### src/design/arm64_subset_instruction_decoder_defines.svh
// ----------------------------------------------------------------------------
// Assertion macros used by the decoder top-level RTL
// ----------------------------------------------------------------------------
`ifndef ARM64_SUBSET_INSTRUCTION_DECODER_DEFINES_SVH
`define ARM64_SUBSET_INSTRUCTION_DECODER_DEFINES_SVH

// Same-cycle implication, sampled on clk, off while rst_n is low.
`define A64D_ASSERT_NOW(lbl, ante, cons) \
  lbl: assert property (@(posedge clk) disable iff (!rst_n) (ante) |-> (cons)) \
    else $error("decoder check failed: same-cycle implication");

// Next-cycle implication, sampled on clk, off while rst_n is low.
`define A64D_ASSERT_NEXT(lbl, ante, cons) \
  lbl: assert property (@(posedge clk) disable iff (!rst_n) (ante) |=> (cons)) \
    else $error("decoder check failed: next-cycle implication");

`endif

### src/design/a64dec_pkg.sv
// ----------------------------------------------------------------------------
// a64dec_pkg
// Types and codes for the A64 subset instruction decoder.
// ----------------------------------------------------------------------------
package a64dec_pkg;

  // Operand A select
  localparam logic [2:0] A_ZERO   = 3'd0;
  localparam logic [2:0] A_INT64  = 3'd1;
  localparam logic [2:0] A_INT32  = 3'd2;
  localparam logic [2:0] A_SP     = 3'd3;
  localparam logic [2:0] A_PC     = 3'd4;
  localparam logic [2:0] A_FP32   = 3'd5;

  // Operand B select
  localparam logic [1:0] B_IMM    = 2'd0;
  localparam logic [1:0] B_SHIFT  = 2'd1;
  localparam logic [1:0] B_REGX4  = 2'd2;
  localparam logic [1:0] B_FP32   = 2'd3;

  // ALU operations
  localparam logic [2:0] ALU_ADD  = 3'd0;
  localparam logic [2:0] ALU_SUBS = 3'd1;
  localparam logic [2:0] ALU_FADD = 3'd2;
  localparam logic [2:0] ALU_FSUB = 3'd3;
  localparam logic [2:0] ALU_FMUL = 3'd4;
  localparam logic [2:0] ALU_FDIV = 3'd5;

  // Memory operations
  localparam logic [2:0] MEM_IDLE   = 3'd0;
  localparam logic [2:0] MEM_RD32   = 3'd1;
  localparam logic [2:0] MEM_WR32   = 3'd2;
  localparam logic [2:0] MEM_RD32S  = 3'd4;

  // Write-back target
  localparam logic [2:0] DEST_NONE = 3'd0;
  localparam logic [2:0] DEST_INT  = 3'd1;
  localparam logic [2:0] DEST_SP   = 3'd2;
  localparam logic [2:0] DEST_PC   = 3'd3;
  localparam logic [2:0] DEST_FP   = 3'd4;

  localparam logic STATUS_OK    = 1'b0;
  localparam logic STATUS_UNIMP = 1'b1;

  localparam logic [4:0] REG_ZR_SP = 5'd31;
  localparam logic [3:0] COND_LE   = 4'hD;
  localparam logic [1:0] SHIFT_RSVD = 2'd3;

  // Major group codes, instr[28:25]
  localparam logic [3:0] GRP_DP_IMM_A = 4'h8;
  localparam logic [3:0] GRP_DP_IMM_B = 4'h9;
  localparam logic [3:0] GRP_DP_REG_A = 4'h5;
  localparam logic [3:0] GRP_DP_REG_B = 4'hD;
  localparam logic [3:0] GRP_FP_A     = 4'hF;
  localparam logic [3:0] GRP_FP_B     = 4'h7;
  localparam logic [3:0] GRP_LS_A     = 4'h4;
  localparam logic [3:0] GRP_LS_B     = 4'h6;
  localparam logic [3:0] GRP_LS_C     = 4'hC;
  localparam logic [3:0] GRP_LS_D     = 4'hE;
  localparam logic [3:0] GRP_BR_A     = 4'hA;
  localparam logic [3:0] GRP_BR_B     = 4'hB;

  // Opcode match patterns
  localparam logic [31:0] TOP9_MASK     = 32'hFF80_0000;
  localparam logic [31:0] OP_SUB_IMM64  = 32'hD100_0000;
  localparam logic [31:0] OP_CMP_IMM32  = 32'h7100_0000;
  localparam logic [31:0] ADD_MASK      = 32'hFF20_0000;
  localparam logic [31:0] OP_ADD_SR32   = 32'h0B00_0000;
  localparam logic [31:0] FP2_MASK      = 32'hFF20_FC00;
  localparam logic [31:0] OP_FADD       = 32'h1E20_2800;
  localparam logic [31:0] OP_FSUB       = 32'h1E20_3800;
  localparam logic [31:0] OP_FMUL       = 32'h1E20_0800;
  localparam logic [31:0] OP_FDIV       = 32'h1E20_1800;
  localparam logic [31:0] FNEG_MASK     = 32'hFF3F_FC00;
  localparam logic [31:0] OP_FNEG       = 32'h1E21_4000;
  localparam logic [31:0] TOP10_MASK    = 32'hFFC0_0000;
  localparam logic [31:0] OP_LDRSW_UIMM = 32'hB980_0000;
  localparam logic [31:0] OP_LDR_UIMM   = 32'hB940_0000;
  localparam logic [31:0] OP_STR_UIMM   = 32'hB900_0000;
  localparam logic [31:0] LDRR_MASK     = 32'hFFE0_FC00;
  localparam logic [31:0] OP_LDR_REG    = 32'hB860_7800;
  localparam logic [31:0] B_MASK        = 32'hFC00_0000;
  localparam logic [31:0] OP_B          = 32'h1400_0000;
  localparam logic [31:0] BCOND_MASK    = 32'hFF00_0010;
  localparam logic [31:0] OP_BCOND      = 32'h5400_0000;
  localparam logic [31:0] RET_MASK      = 32'hFFFF_FC1F;
  localparam logic [31:0] OP_RET        = 32'hD65F_0000;

  typedef struct packed {
    logic [31:0] instr;
    logic        flag_n;
    logic        flag_z;
    logic        flag_v;
  } in_item_t;

  typedef struct packed {
    logic               status;
    logic [2:0]         a_sel;
    logic [4:0]         a_index;
    logic [1:0]         b_sel;
    logic [4:0]         b_index;
    logic signed [27:0] immediate;
    logic [1:0]         shift_kind;
    logic [5:0]         shift_amount;
    logic [2:0]         alu_op;
    logic [2:0]         mem_op;
    logic [2:0]         dest_sel;
    logic [4:0]         dest_index;
  } out_item_t;

endpackage

### src/design/a64dec_core.sv
// ----------------------------------------------------------------------------
// a64dec_core
// Combinational decode of one instruction word and flags into control fields.
// ----------------------------------------------------------------------------
module a64dec_core (
  input  a64dec_pkg::in_item_t  item,
  output a64dec_pkg::out_item_t res
);
  import a64dec_pkg::*;

  logic [31:0] ir;
  logic [3:0]  grp;
  logic [4:0]  rd;
  logic [4:0]  rn;
  logic [4:0]  rm;
  logic [11:0] imm12;
  logic        single;
  logic        bad;
  out_item_t   dec;

  assign ir     = item.instr;
  assign grp    = ir[28:25];
  assign rd     = ir[4:0];
  assign rn     = ir[9:5];
  assign rm     = ir[20:16];
  assign imm12  = ir[21:10];
  assign single = (ir[23:22] == 2'b00);

  always_comb begin
    dec = '0;
    bad = 1'b0;
    if (grp inside {GRP_DP_IMM_A, GRP_DP_IMM_B}) begin
      if ((ir & TOP9_MASK) == OP_SUB_IMM64) begin
        bad            = ir[22];
        dec.a_sel      = (rn == REG_ZR_SP) ? A_SP : A_INT64;
        dec.a_index    = rn;
        dec.immediate  = {16'b0, imm12};
        dec.alu_op     = ALU_SUBS;
        dec.dest_sel   = (rd == REG_ZR_SP) ? DEST_SP : DEST_INT;
        dec.dest_index = rd;
      end else if ((ir & TOP9_MASK) == OP_CMP_IMM32) begin
        dec.a_sel     = (rn == REG_ZR_SP) ? A_SP : A_INT32;
        dec.a_index   = rn;
        dec.immediate = ir[22] ? {4'b0, imm12, 12'b0} : {16'b0, imm12};
        dec.alu_op    = ALU_SUBS;
      end else begin
        bad = 1'b1;
      end
    end else if (grp inside {GRP_DP_REG_A, GRP_DP_REG_B}) begin
      // reserved shift type and shifts of 32 or more are not supported
      bad = ((ir & ADD_MASK) != OP_ADD_SR32) || (ir[23:22] == SHIFT_RSVD) || ir[15];
      dec.a_sel        = A_INT32;
      dec.a_index      = rn;
      dec.b_sel        = B_SHIFT;
      dec.b_index      = rm;
      dec.shift_kind   = ir[23:22];
      dec.shift_amount = ir[15:10];
      dec.alu_op       = ALU_ADD;
      dec.dest_sel     = DEST_INT;
      dec.dest_index   = rd;
    end else if (grp inside {GRP_FP_A, GRP_FP_B}) begin
      dec.a_sel      = A_FP32;
      dec.a_index    = rn;
      dec.b_sel      = B_FP32;
      dec.b_index    = rm;
      dec.dest_sel   = DEST_FP;
      dec.dest_index = rd;
      bad            = !single;
      if ((ir & FP2_MASK) == OP_FADD) begin
        dec.alu_op = ALU_FADD;
      end else if ((ir & FP2_MASK) == OP_FSUB) begin
        dec.alu_op = ALU_FSUB;
      end else if ((ir & FP2_MASK) == OP_FMUL) begin
        dec.alu_op = ALU_FMUL;
      end else if ((ir & FP2_MASK) == OP_FDIV) begin
        dec.alu_op = ALU_FDIV;
      end else if ((ir & FNEG_MASK) == OP_FNEG) begin
        // negate as zero minus the source
        dec.a_sel   = A_ZERO;
        dec.a_index = '0;
        dec.b_index = rn;
        dec.alu_op  = ALU_FSUB;
      end else begin
        bad = 1'b1;
      end
    end else if (grp inside {GRP_LS_A, GRP_LS_B, GRP_LS_C, GRP_LS_D}) begin
      dec.a_sel      = (rn == REG_ZR_SP) ? A_SP : A_INT64;
      dec.a_index    = rn;
      dec.dest_index = rd;
      if ((ir & TOP10_MASK) == OP_STR_UIMM) begin
        dec.immediate = {14'b0, imm12, 2'b0};
        dec.mem_op    = MEM_WR32;
      end else if ((ir & TOP10_MASK) == OP_LDR_UIMM) begin
        dec.immediate = {14'b0, imm12, 2'b0};
        dec.mem_op    = MEM_RD32;
        dec.dest_sel  = DEST_INT;
      end else if ((ir & TOP10_MASK) == OP_LDRSW_UIMM) begin
        dec.immediate = {14'b0, imm12, 2'b0};
        dec.mem_op    = MEM_RD32S;
        dec.dest_sel  = DEST_INT;
      end else if ((ir & LDRR_MASK) == OP_LDR_REG) begin
        dec.b_sel    = B_REGX4;
        dec.b_index  = rm;
        dec.mem_op   = MEM_RD32;
        dec.dest_sel = DEST_INT;
      end else begin
        bad = 1'b1;
      end
    end else if (grp inside {GRP_BR_A, GRP_BR_B}) begin
      if ((ir & B_MASK) == OP_B) begin
        dec.a_sel     = A_PC;
        dec.immediate = {ir[25:0], 2'b0};
        dec.dest_sel  = DEST_PC;
      end else if ((ir & BCOND_MASK) == OP_BCOND) begin
        bad           = (ir[3:0] != COND_LE);
        dec.a_sel     = A_PC;
        dec.immediate = {{7{ir[23]}}, ir[23:5], 2'b0};
        dec.dest_sel  = (item.flag_z || (item.flag_n != item.flag_v)) ? DEST_PC : DEST_NONE;
      end else if ((ir & RET_MASK) == OP_RET) begin
        dec.a_sel    = A_INT64;
        dec.a_index  = rn;
        dec.dest_sel = DEST_PC;
      end else begin
        bad = 1'b1;
      end
    end else begin
      bad = 1'b1;
    end

    if (bad) begin
      res        = '0;
      res.status = STATUS_UNIMP;
    end else begin
      res        = dec;
      res.status = STATUS_OK;
    end
  end

endmodule

### src/design/arm64_subset_instruction_decoder.sv
// ----------------------------------------------------------------------------
// arm64_subset_instruction_decoder
// Stages: input register then result register around one decode.
// Throughput: one instruction per cycle; a stage advances when the result
// register is empty or out_ready drains it.
// Reset: rst_n low (synchronous) empties both stages; the data registers are not reset.
// ----------------------------------------------------------------------------
`include "arm64_subset_instruction_decoder_defines.svh"

module arm64_subset_instruction_decoder (
  input  logic                  clk,
  input  logic                  rst_n,
  input  logic                  in_valid,
  output logic                  in_ready,
  input  a64dec_pkg::in_item_t  in_data,
  output logic                  out_valid,
  input  logic                  out_ready,
  output a64dec_pkg::out_item_t out_data
);
  import a64dec_pkg::*;

  logic      s1_valid_r;
  logic      s1_valid_nxt;
  in_item_t  s1_data_r;
  logic      out_valid_r;
  logic      out_valid_nxt;
  out_item_t out_data_r;
  out_item_t dec_res;
  logic      s1_adv;
  logic      unimp_zeroed;

  a64dec_core u_core (
    .item (s1_data_r),
    .res  (dec_res)
  );

  // result register free or draining this cycle
  assign s1_adv   = !out_valid_r || out_ready;
  assign in_ready = !s1_valid_r || s1_adv;

  always_comb begin
    s1_valid_nxt  = in_ready ? in_valid : s1_valid_r;
    out_valid_nxt = s1_adv ? s1_valid_r : out_valid_r;
  end

  always_ff @(posedge clk) begin
    if (!rst_n) begin
      s1_valid_r  <= 1'b0;
      out_valid_r <= 1'b0;
    end else begin
      s1_valid_r  <= s1_valid_nxt;
      out_valid_r <= out_valid_nxt;
    end
  end

  always_ff @(posedge clk) begin
    if (in_valid && in_ready) begin
      s1_data_r <= in_data;
    end
    if (s1_adv && s1_valid_r) begin
      out_data_r <= dec_res;
    end
  end

  assign out_valid = out_valid_r;
  assign out_data  = out_data_r;

  assign unimp_zeroed = (out_data_r.a_sel == A_ZERO) && (out_data_r.immediate == '0) &&
                        (out_data_r.dest_sel == DEST_NONE) &&
                        (out_data_r.mem_op == MEM_IDLE);

  `A64D_ASSERT_NOW(a_hold_when_full, s1_valid_r && out_valid_r && !out_ready, !in_ready)
  `A64D_ASSERT_NEXT(a_load_stage1, in_valid && in_ready, s1_valid_r)
  `A64D_ASSERT_NEXT(a_move_result, s1_valid_r && s1_adv, out_valid_r)
  `A64D_ASSERT_NOW(a_unimp_clean, out_valid_r && (out_data_r.status == STATUS_UNIMP), unimp_zeroed)

endmodule

### config.mk
export PLATFORM = sky130hd
export DESIGN_NAME = arm64_subset_instruction_decoder
export DESIGN_NICKNAME = d
export VERILOG_FILES = /design/src/design/a64dec_pkg.sv /design/src/design/a64dec_core.sv /design/src/design/arm64_subset_instruction_decoder.sv
export VERILOG_INCLUDE_DIRS = /design/src /design/src/design
export SDC_FILE = /design/constraint.sdc
export NUM_CORES = 1
export LEC_CHECK = 0
export BUFFER_PORTS_ARGS = -buffer_cell sky130_fd_sc_hd__buf_2
export CAP_MARGIN = 20
export CORE_UTILIZATION = 36
export CTS_CLUSTER_DIAMETER = 200
export CTS_CLUSTER_SIZE = 28
export DETAILED_ROUTE_END_ITERATION = 10
export PLACE_DENSITY = 0.55
export SLEW_MARGIN = 10
export SYNTH_ARGS = -nofsm -noshare
export SYNTH_HDL_FRONTEND = slang
export SYNTH_SLANG_ARGS = --single-unit
### constraint.sdc
create_clock -name clk -period 8.2 [get_ports clk]
set_input_delay 0.41 -clock clk [delete_from_list [all_inputs] [get_ports clk]]
set_output_delay 0.41 -clock clk [all_outputs]
set_load 0.005 [all_outputs]
## Yosys cells after proc, flatten, opt, wreduce, memory -nomap -nowiden

Cells that the tools add are included.

| word-level totals | value |
|---|---|
| bits in registers | 103 |
| input port bits | 39 |
| logic and storage cells | 173 |

| cells by class | value |
|---|---|
| equality and inequality tests | 32 |
| multiplexer cells | 96 |
| bitwise logic cells | 2 |
| reduce and logical (&&, ||, !) cells | 22 |

Operators by type and width:

| operator | count |
|---|---|
| two-way mux 28 bit | 11 |
| two-way mux 8 bit | 16 |
| two-way mux 66 bit | 1 |
| == test 15 x 12 -> 1 bit, second input constant | 4 |
| two-way mux 3 bit | 19 |
| two-way mux 7 bit | 6 |
| two-way mux 5 bit | 8 |
| == test 4 bit, second input constant | 8 |
| == test 10 bit, second input constant | 3 |
| two-way mux 15 bit | 2 |
| == test 27 bit, second input constant | 1 |
| two-way mux 24 bit | 1 |
| two-way mux 1 bit | 22 |
| == test 20 x 17 -> 1 bit, second input constant | 1 |
| == test 9 x 8 -> 1 bit, second input constant | 2 |
| two-way mux 6 bit | 3 |
| == test 17 bit, second input constant | 1 |
| == test 4 x 3 -> 1 bit, second input constant | 4 |
| two-way mux 14 bit | 1 |
| == test 5 bit, second input constant | 2 |
| two-way mux 2 bit | 5 |
| == test 9 bit, second input constant | 1 |
| != test 9 x 5 -> 1 bit, second input constant | 1 |
| nonzero test 2 bit | 4 |
| 16 further kinds | 25 |

## Logic depth before layout (Yosys ltp)

Gate-level depths: netlist of the first run.

| depth | value |
|---|---|
| word-level depth | 11 |
| depth in mapped cells | 11 |

## By module

Synthesis of the first run repeated with hierarchy kept, for this count alone.

| unflattened totals | value |
|---|---|
| cell total of the unflattened synthesis | 353 |
| area, all modules | 4600.7 µm² |

By module, submodules not included:

| module | times used | cells each | area each (µm²) | seq. area each (µm²) |
|---|---|---|---|---|
| arm64_subset_instruction_decoder | 1 | 110 | 3136.8 | 3072.9 |
| a64dec_core | 1 | 243 | 1463.9 | 0.0 |

## Least setup slack after synthesis of the first run

OpenSTA, ideal clock, no wires.

| timing | value |
|---|---|
| kind | input to register |
| start point | input out_ready |
| end point | register out_data_r (netlist bit out_data[0]), enable pin |
| setup time | 0.498 ns |
| data arrival time | 3.424 ns |
| data required time | 7.702 ns |
| setup slack | 4.278 ns |
| stages | 2 |
| buffers on the path | 0 |
| cells stage by stage | nor2b_1 > nor2b_1 |

| on the way | value |
|---|---|
| word-level cells in the longest chain between the ends | 2 |

Ends and longest elaborated chain:

| item | RTL line | source |
|---|---|---|
| start: declaration | arm64_subset_instruction_decoder.sv:17 | `input logic out_ready,` |
| logical OR 1 bit | arm64_subset_instruction_decoder.sv:38 | `assign s1_adv = !out_valid_r \|\| out_ready;` |
| logical AND 1 bit | arm64_subset_instruction_decoder.sv:60 | `if (s1_adv && s1_valid_r) begin` |
| end signal: assignment | arm64_subset_instruction_decoder.sv:61 | `out_data_r <= dec_res;` |
| end: declaration | arm64_subset_instruction_decoder.sv:27 | `out_item_t out_data_r;` |

No other way between the ends.
A chain may end at the register's enable or synchronous reset.

## Worst setup path in the final report of the first run

| timing | value |
|---|---|
| start point | register s1_data_r[30] in the netlist's numbering |
| end point | register out_data_r (netlist bit out_data[49]) (data pin) |

| on the way | value |
|---|---|
| word-level cells in the longest chain between the ends | 9 |
| elaborated cells between the ends (all ways) | 62 |
| those cells by class | eq/ne: 27; mux: 28; reduce/logical: 7 |

Ends and longest elaborated chain:

| item | RTL line | source |
|---|---|---|
| start: declaration | arm64_subset_instruction_decoder.sv:24 | `in_item_t s1_data_r;` |
| start signal: assignment | arm64_subset_instruction_decoder.sv:58 | `s1_data_r <= in_data;` |
| == test 27 bit (tied with other cells) | a64dec_core.sv:119 | `end else if ((ir & RET_MASK) == OP_RET) begin` |
| two-way mux 1 bit (on tied branches) | a64dec_core.sv:119, a64dec_core.sv:77, a64dec_core.sv:101 |  |
| two-way mux 1 bit (on tied branches) | a64dec_core.sv:114, a64dec_core.sv:75, a64dec_core.sv:97 |  |
| two-way mux 1 bit (on tied branches) | a64dec_core.sv:110, a64dec_core.sv:73, a64dec_core.sv:93 |  |
| two-way mux 1 bit (on tied branches) | a64dec_core.sv:109, a64dec_core.sv:71, a64dec_core.sv:90 |  |
| two-way mux 1 bit (on tied branches) | a64dec_core.sv:86, a64dec_core.sv:69 |  |
| two-way mux 1 bit | a64dec_core.sv:61 | `end else if (grp inside {GRP_FP_A, GRP_FP_B}) begin` |
| two-way mux 1 bit | a64dec_core.sv:49 | `end else if (grp inside {GRP_DP_REG_A, GRP_DP_REG_B}) begin` |
| two-way mux 1 bit | a64dec_core.sv:32 | `if (grp inside {GRP_DP_IMM_A, GRP_DP_IMM_B}) begin` |

Parallel ways exist; a longest one is shown, timed or not.

==> run metrics, run 1 <==
# hold bufs at CTS 0; htree depth 3; Worst-Skew Late Latency between 300 and 400 ps; Routed WL per cell between 15 and 20 um; # fillers about 1200; CP Max Fanout 37; Slew @ Worst Pin 832 ps; TritonRoute pass-1 iters 7; Pwr Density 204 nW/um^2; CTS tree built; Post-Syn Instances 400; number of global-route vias before repair 3415; Clock Tree Buf Depth 2; met1 wire length 5.49 mm; Synth area leaders edfxtp_1 (63%), a21oi_1 (6.3%), nand2_1 (3.2%); Crit path required time a little over 8000 ps; post-DP HPWL 8.56 mm; clock share of power 39.6%; GRT overflow 0; area leader, netlist edfxtp_1; multiplexer area fraction after synthesis 0%; DRC viols 0; Crit path arrival time 3320 ps; fraction of registers with async set/reset 0%; complex-gate fraction of the synthesized area 14.8%; DR WL met2 5.49 mm; PortBufs 106; DIE AREA 13700 um^2; antenna cells 0; Post-synth top flop edfxtp_1; Lkg Pwr roughly 2 nW; Slew Viols, Final 0; internal power 0.909 mW; post-synthesis xor/xnor area fraction 0.366%; Syn Nets 439; first-pass GRT wire length 19.0 mm; nets 534; max_cap viols 0; area grow syn2layout 20.5%; die width 117 um; synth cell count leaders edfxtp_1 (101), a21oi_1 (60), nand2_1 (41); Mean Syn Cell Area 12.0 um^2; layout cells sized above 1 27.0%; Max Clock Skew 11.4 ps; Vias/cell 5.41; Final GP Congestion 0.927; final hold viol count 0; Ports 107; routed wl met3 1.02 mm; Tcrit/Tclk final 39.5%; most instantiated library cell after synthesis edfxtp_1; Net Sw Frac 22.8%; Clk pin slew, worst setup/hold paths 80 ps; Hold Path Class input pin to register; final count of negative-setup-slack endpoints 0; Detailed Route WL 12.4 mm; post-synth top area share 63.4%; post-route cell area 5760 um^2; Reg power frac 54.0%; Synth Area in Simple Gates between 10% and 20%; Critical Path End Type register; Area after DPL 5430 um^2; FF+latch count, synth 103; CTS root buffer clkbuf_16; Synth Warn # 0; sequential cell area fraction in the yosys report between 60 and 70%; Startpoint Class register; Switch Pwr about 0.27 mW; post-cts resize count 0; Post-Synth Adder-Cell Area 0%; Final ANT Viol Nets 0; Gate power share around 6.3%; Global Route Usage Sum between 10% and 20%; setup_tns 0 ps; largest family of logic cells by synthesized area simple AND/OR/NAND/NOR gates; Top Metal Used met4; area of the core approximately 13000 um^2; f_max just over 300 MHz; initial antenna violation count 0; DR iter-0 viols about 350; VDD IR-drop max 0.111 mV; unrepaired setup endpoints after global routing no; Tmin final 3240 ps; slew margin rel. 44.5%; num rows 41; TritonCTS Sinks a little over 100; library cells used by synthesis about 50; outcome finished clean; critical path class register to register; CTS Buf Count 9; EDFF count, synth 101; via count 3635; Die H 117 um; largest net degree at the start of global routing 67; initial core utilization between 30% and 40%; Setup Buffers After CTS 0; mapped cell area 4780 um^2
-- metal layers --
layer	track usage, %	up-vias
li1	-	1714
met1	27.2	1695
met2	26.9	192
met3	4.58	34
met4	11.2	0
met5	0	-
-- final cells by class --
cell class,count,area [um^2],area share (%)
repair buffers,110,561,9.73
multi-input cells,267,1570,27.3
clock inverters,7,103,1.78
inverters,4,15.0,0.261
clock buffers,9,225,3.91
flip-flops and latches,103,3070,53.3
well taps,172,215,3.74
-- cells in the final DEF, fill, tap and decap left out, types with 3 or more instances in the layout --
master     instances
nand2b_1           4
clkbuf_16          9
nor3b_1            3
a22oi_1           11
nand3_1            9
a21oi_1           60
edfxtp_1         101
nor2_1            37
and2_1            15
nand2_1           41
nor2b_1            8
nor3_1             7
inv_1              4
o21ai_0            5
a211oi_1           3
nand4_1            7
and4b_1            3
buf_2            106
buf_4              4
and4_1             3
and3_1             4
a221oi_1          13
-- power by group through the flow --
stage | registers, mW | clock network, mW | logic (mW)
global placement | 0.648 | 0 | 0.0752
floorplan | 0.635 | 0 | 0.0443
finish | 0.637 | 0.467 | 0.0747
global route | 0.640 | 0.496 | 0.0840
detailed placement | 0.648 | 0 | 0.0754
CTS | 0.636 | 0.476 | 0.0758
-- flip-flops by register name (all words and copies together) (netlist names) --
register    cells
out_data       66
s1_data_r      35
out_valid       1
s1_valid_r      1
-- critical path, stage by stage, from the launching register on --
cell,delay [ps]
edfxtp_1,640
and3b_1,410
nand4_1,270
o21ai_0,400
a22oi_1,210
o221ai_4,400
buf_4,440
a221oi_1,170
-- worst paths after layout --
path                      start           end  slack, ps  cells past startpoint
hold reg to reg      s1_valid_r     out_valid        540                      1
setup reg to reg  s1_data_r[30]  out_data[49]       4960                      7
setup / recovery  s1_data_r[30]  out_data[49]       4960                      7
hold / removal       in_data[9]  s1_data_r[9]        220                      1
-- stage by stage --
step	cells	utilization [%]	setup WS, ps	hold slack, ps	power, mW
detailed placement	656	42.5	5040	518	0.723
CTS	672	45.1	5020	205	1.19
global route	672	45.1	4730	207	1.22
global placement	656	42.5	4940	498	0.723
finish	672	45.1	4960	217	1.18
floorplan	400	-	4280	477	0.680
-- cells by family after synthesis --
kind of cell | after synthesis
xor gates and xnor gates | 2
other | 1
and+or+nand+nor | 156
DFF | 103
buffers and inverters | 30
AOI/OAI and AO/OA | 108
No activity file was read; power rests on OpenSTA's default activity.
==> run 2, diff against run 1 <==
==> constraint.sdc (replaced) <==
create_clock -name clk -period 3.3 [get_ports clk]
set_input_delay 0.165 -clock clk [delete_from_list [all_inputs] [get_ports clk]]
set_output_delay 0.165 -clock clk [all_outputs]
set_load 0.005 [all_outputs]
==> run 2 against run 1 <==
Non-clock buffer count up 43. Die area unchanged. Sequential cell count unchanged. Via count up 4.3%. Global-route usage up 0.36 points. Largest power group unchanged. Highest routed layer unchanged. Critical path type unchanged.
==> run metrics, run 2 (synthesized netlist as in run 1, its figures left out) <==
outcome finished clean; max reg flops 66; Final GP Congestion ~0.96; antenna cells 0; area of the core 12800 um^2; Detailed Route WL 12.9 mm; met1 wire length 5.70 mm; register area ~3000 um^2; Routed WL per cell 18.0 um; f_max between 300 and 400 MHz; layout cells sized above 1 25.8%; Slew @ Worst Pin 819 ps; fin util 47.9%; Crit path arrival time ~3200 ps; Startpoint Class register; Critical Path End Type register; nets around 580; post-DP HPWL 9.20 mm; most common library cell in the layout ignoring fill and taps buf_2; Clk pin slew, worst setup/hold paths approximately 60 ps; VDD IR-drop max about 0.23 mV; largest net degree at the start of global routing between 60 and 70; via count 3793; Setup Buffers After CTS 0; TritonRoute pass-1 iters 5; num rows 41; GRT overflow 0; DIE AREA 13700 um^2; PortBufs ~110; unrepaired setup endpoints after global routing no; final hold viol count 0; Max Clock Skew 6.85 ps; Final Non-Filler Cells 714; Top Metal Used met4; Clock Tree Buf Depth 2; critical path class register to register; # fillers ~1200; Tcrit/Tclk final 92.2%; Pwr Density 446 nW/um^2; Worst-Skew Late Latency 350 ps; Slew Viols, Final 0; final hold slack 15.0 ps; DR WL met2 6.07 mm; initial antenna violation count 0; Crit path required time between 3000 and 4000 ps; routed wl met3 866 um; htree depth 3; Cells after DPL 665; setup_tns 0 ps; number of global-route vias before repair 3589; CP Max Fanout 21; Hold Path Class input pin to register; area grow syn2layout 27.9%; initial core utilization 37.4%; Ports ~110; area of the multi-input gates 1570 um^2; TritonCTS Sinks 103; Vias/cell 5.31; final count of negative-setup-slack endpoints 0; CTS root buffer clkbuf_16; Lkg Pwr 2.14 nW; post-cts resize count 0; Die H approximately 120 um; commonest non-fill, non-tap cells in the layout buf_2 (106), edfxtp_1 (101), a21oi_1 (60); CTS Buf Count 9; max_cap viols 0; Final ANT Viol Nets 0; Global Route Usage Sum between 10% and 20%; die width 117 um; Final Total Pwr 2.73 mW; # hold bufs at CTS 32; Tmin final 3040 ps; DRC viols 0; slew margin rel. approximately 45%; first-pass GRT wire length 19.5 mm; DR iter-0 viols 238; CTS tree built
==> run 2: cell count changes in the layout (fill, tap and decap cells not counted), moves of 2 or more <==
cell,delta
clkinv_4,-2
dlygate4sd3_1,+33
buf_4,+9
clkinv_1,+3
bufinv_16,-2
==> run 2: routing by layer <==
| metal | up-vias | track usage, % |
|---|---|---|
| li1 | 1799 | - |
| met1 | 1822 | 26.9 |
| met2 | 154 | 29.9 |
| met3 | 18 | 5.41 |
| met4 | 0 | 6.84 |
| met5 | - | 0 |
==> run 2: where the power goes <==
part | switching, mW | total (mW) | internal [mW]
combinational | 0.125 | 0.234 | 0.108
sequential | 0.0590 | 1.57 | 1.51
clock | 0.426 | 0.926 | 0.500
total | 0.610 | 2.73 | 2.12
==> run 2: stage by stage <==
| step | area [um^2] | setup WS (ps) |
|---|---|---|
| floorplan | 4780 | 674 |
| global placement | 5500 | 328 |
| detailed placement | 5500 | 339 |
| CTS | 6080 | 326 |
| global route | 6110 | 38.1 |
| finish | 6110 | 258 |
==> run 2: worst max-delay path, cell delays in order, from the launching register on <==
cell,delay [ps]
edfxtp_1,530
nor2_1,350
and4_1,570
nor2_1,80
a22oi_1,320
o221ai_4,350
buf_4,290
a221oi_1,330
==> run 2: final cells by class <==
type | count | share of cell area [%]
well taps | 172 | 3.52
repair buffers | 153 | 16.1
inverters | 4 | 0.246
flip-flops and latches | 103 | 50.3
clock buffers | 10 | 3.75
multi-input cells | 267 | 25.7
clock inverters | 5 | 0.409
==> run 2: path summary, 6_finish.rpt <==
path	startpoint	to	slack, ps	cells after the start
setup / recovery	s1_data_r[28]	out_data[49]	260	7
hold / removal	in_data[17]	s1_data_r[17]	20	1
setup reg to reg	s1_data_r[28]	out_data[49]	260	7
hold reg to reg	s1_valid_r	out_valid	560	1
==> run 3, diff against run 2 <==
--- a/config.mk
+++ b/config.mk
@@ -16,4 +16,5 @@
 export SLEW_MARGIN = 10
 export SYNTH_ARGS = -nofsm -noshare
 export SYNTH_HDL_FRONTEND = slang
+export SYNTH_HIERARCHICAL = 1
 export SYNTH_SLANG_ARGS = --single-unit
==> run 3 against run 2 <==
Core utilization increased by 2.0 points. First-iteration DRC count increased by 20%. Wire length increased by 0.47%. Register-to-register slack improved by 310 ps. Sequential power about the same. Sequential share of layout area increased by 0.19 points. Setup slack improved by 310 ps. Critical path depth increased by 1. Critical endpoint is now out_data[63]. Largest power group unchanged.
==> run metrics, run 3 <==
CP Max Fanout 31; Pwr Density 477 nW/um^2; Ports ~110; nets 544; GRT overflow 0; clock share of power 38.5%; Synth Warn # 6; area grow syn2layout 32.4%; slew margin rel. 38.4%; post-route cell area 6090 um^2; Net Sw Frac 21.6%; number of global-route vias before repair 3511; setup_tns 0 ps; f_max 366 MHz; largest net degree at the start of global routing 67; CTS root buffer clkbuf_16; Slew Viols, Final 0; Reg power frac between 50% and 60%; library cells used by synthesis 52; final count of negative-setup-slack endpoints 0; htree depth 3; Critical Path End Type register; synth cell count leaders edfxtp_1 (101), nor2_1 (47), a21oi_1 (20); num rows 40; complex-gate fraction of the synthesized area 10.6%; Vias/cell 5.33; Crit path arrival time 2800 ps; EDFF count, synth between 100 and 150; outcome finished clean; Crit Reg-Reg Startpoint s1_data_r[29]; largest family of logic cells by synthesized area simple AND/OR/NAND/NOR gates; CTS Buf Count 9; area of the core roughly 12000 um^2; Mean Syn Cell Area 13.0 um^2; Post-Syn Instances ~350; max_cap viols 0; routed wl met3 686 um; FF+latch count, synth between 100 and 150; post-synthesis xor/xnor area fraction less than 1%; PortBufs 106; mapped cell area around 4600 um^2; multiplexer area fraction after synthesis 0%; Top Metal Used met4; Area after DPL 5450 um^2; Max Clock Skew 3.95 ps; die width 115 um; layout cells sized above 1 31.6%; final hold viol count 0; via count 3613; Slew @ Worst Pin 916 ps; DIE AREA 13200 um^2; Hold Path Class input pin to register; Final Total Pwr between 2 and 3 mW; Lkg Pwr 2.15 nW; DR iter-0 viols around 290; Clk pin slew, worst setup/hold paths 60 ps; DRC viols 0; Post-synth top flop edfxtp_1; initial antenna violation count 0; most common library cell in the layout ignoring fill and taps buf_2; area leader, netlist edfxtp_1; Synth area leaders edfxtp_1 (66%), nor2_1 (3.8%), a22oi_1 (2.8%); CP startpoint s1_data_r[29]; TritonRoute pass-1 iters 5; Crit path required time 3370 ps; Final GP Congestion 0.957; Die H 115 um; Global Route Usage Sum between 20% and 30%; DR WL met2 about 6.1 mm; initial core utilization 37.7%; commonest non-fill, non-tap cells in the layout buf_2 (106), edfxtp_1 (101), nor2_1 (47); Worst R2R Path Depth 8; Switch Pwr 0.628 mW; post-DP HPWL 8.95 mm; Routed WL per cell 19.1 um; Reg-to-Reg End out_data[63]; final setup margin 566 ps; Syn Nets 392; fraction of registers with async set/reset 0%; CTS tree built; Startpoint Class register; sequential cell area fraction in the yosys report 66.8%; Tmin final between 2000 and 3000 ps; CP endpoint out_data[63]; max reg flops 66; flop2flop setup slack 570 ps; first-pass GRT wire length 19.8 mm; min-delay src in_data[29]; TritonCTS Sinks 103; met1 wire length 5.79 mm; critical path class register to register; VDD IR-drop max 0.212 mV; antenna cells 0; Detailed Route WL ~13 mm; post-synth top area share approximately two thirds; internal power 2.27 mW; Tcrit/Tclk final a little over 80%; post-cts resize count 0; unrepaired setup endpoints after global routing no; Synth Area in Simple Gates 20.1%; Worst-Skew Late Latency 350 ps; Post-Synth Adder-Cell Area 0%; Clock Tree Buf Depth 2; Gate power share under 10%; Final ANT Viol Nets 0; Placement Setup Slack a little under 600 ps; # fillers 1130; most instantiated library cell after synthesis edfxtp_1
==> run 3: cell families (layout without fill, tap and decap cells) <==
kind of cell / after synthesis / after routing
AND/OR/NAND/NOR: 157 / 157
AO/OA/AOI/OAI: 69 / 69
flip-flops: 103 / 103
XOR/XNOR: 1 / 1
other: 1 / 1
buffers and inverters: 22 / 179
==> run 3: layout make-up <==
| class | count | area (um^2) | area share (%) |
|---|---|---|---|
| inverter | 4 | 15.0 | 0.247 |
| clock buffer | 10 | 229 | 3.76 |
| timing repair buffer | 159 | 1030 | 16.9 |
| clock inverter | 6 | 83.8 | 1.38 |
| multi-input combinational | 228 | 1450 | 23.8 |
| tap | 168 | 210 | 3.45 |
| sequential | 103 | 3070 | 50.5 |
==> run 3: worst min path at each step <==
stage / endpoint / cells past startpoint
3_3_place_gp: s1_data_r[34] / 1
2_1_floorplan: s1_data_r[0] / 0
3_5_place_dp: s1_data_r[25] / 1
5_1_grt: s1_data_r[29] / 1
4_1_cts: s1_data_r[21] / 1
6_report: s1_data_r[29] / 1
==> run 3: what timing repair did <==
item	in CTS	in global routing
hold endpoints to repair	31	0
buffers inserted	0	0
hold buffers	31	0
endpoints found under the setup margin	0	0
==> run 3: power groups by stage <==
stage,registers (mW),clock network (mW),logic [mW]
after floorplan,1.58,0,0.0787
final,1.56,1.12,0.223
after detailed placement,1.59,0,0.191
after global routing,1.57,1.19,0.242
after CTS,1.56,1.14,0.220
after global placement,1.59,0,0.191
==> run 3: critical path: stages, from the launching register on <==
cell,delay (ps)
edfxtp_1,540
nand3b_2,300
o31ai_1,120
a221o_2,410
nor4_4,550
nand2_4,160
inv_2,110
buf_12,180
a2111oi_0,80
==> run 3: metal layers <==
| layer | vias to the layer above | GRT usage (%) |
|---|---|---|
| met5 | - | 0 |
| met4 | 0 | 10.2 |
| li1 | 1673 | - |
| met1 | 1778 | 27.9 |
| met2 | 138 | 32.2 |
| met3 | 24 | 3.06 |
==> run 3: metrics by stage <==
step,hold WS (ps),instances,utilization [%]
global route,3.76,678,49.9
finish,4.49,678,49.9
detailed placement,343,630,44.6
CTS,0.886,677,49.7
floorplan,264,353,-
global placement,342,630,44.6
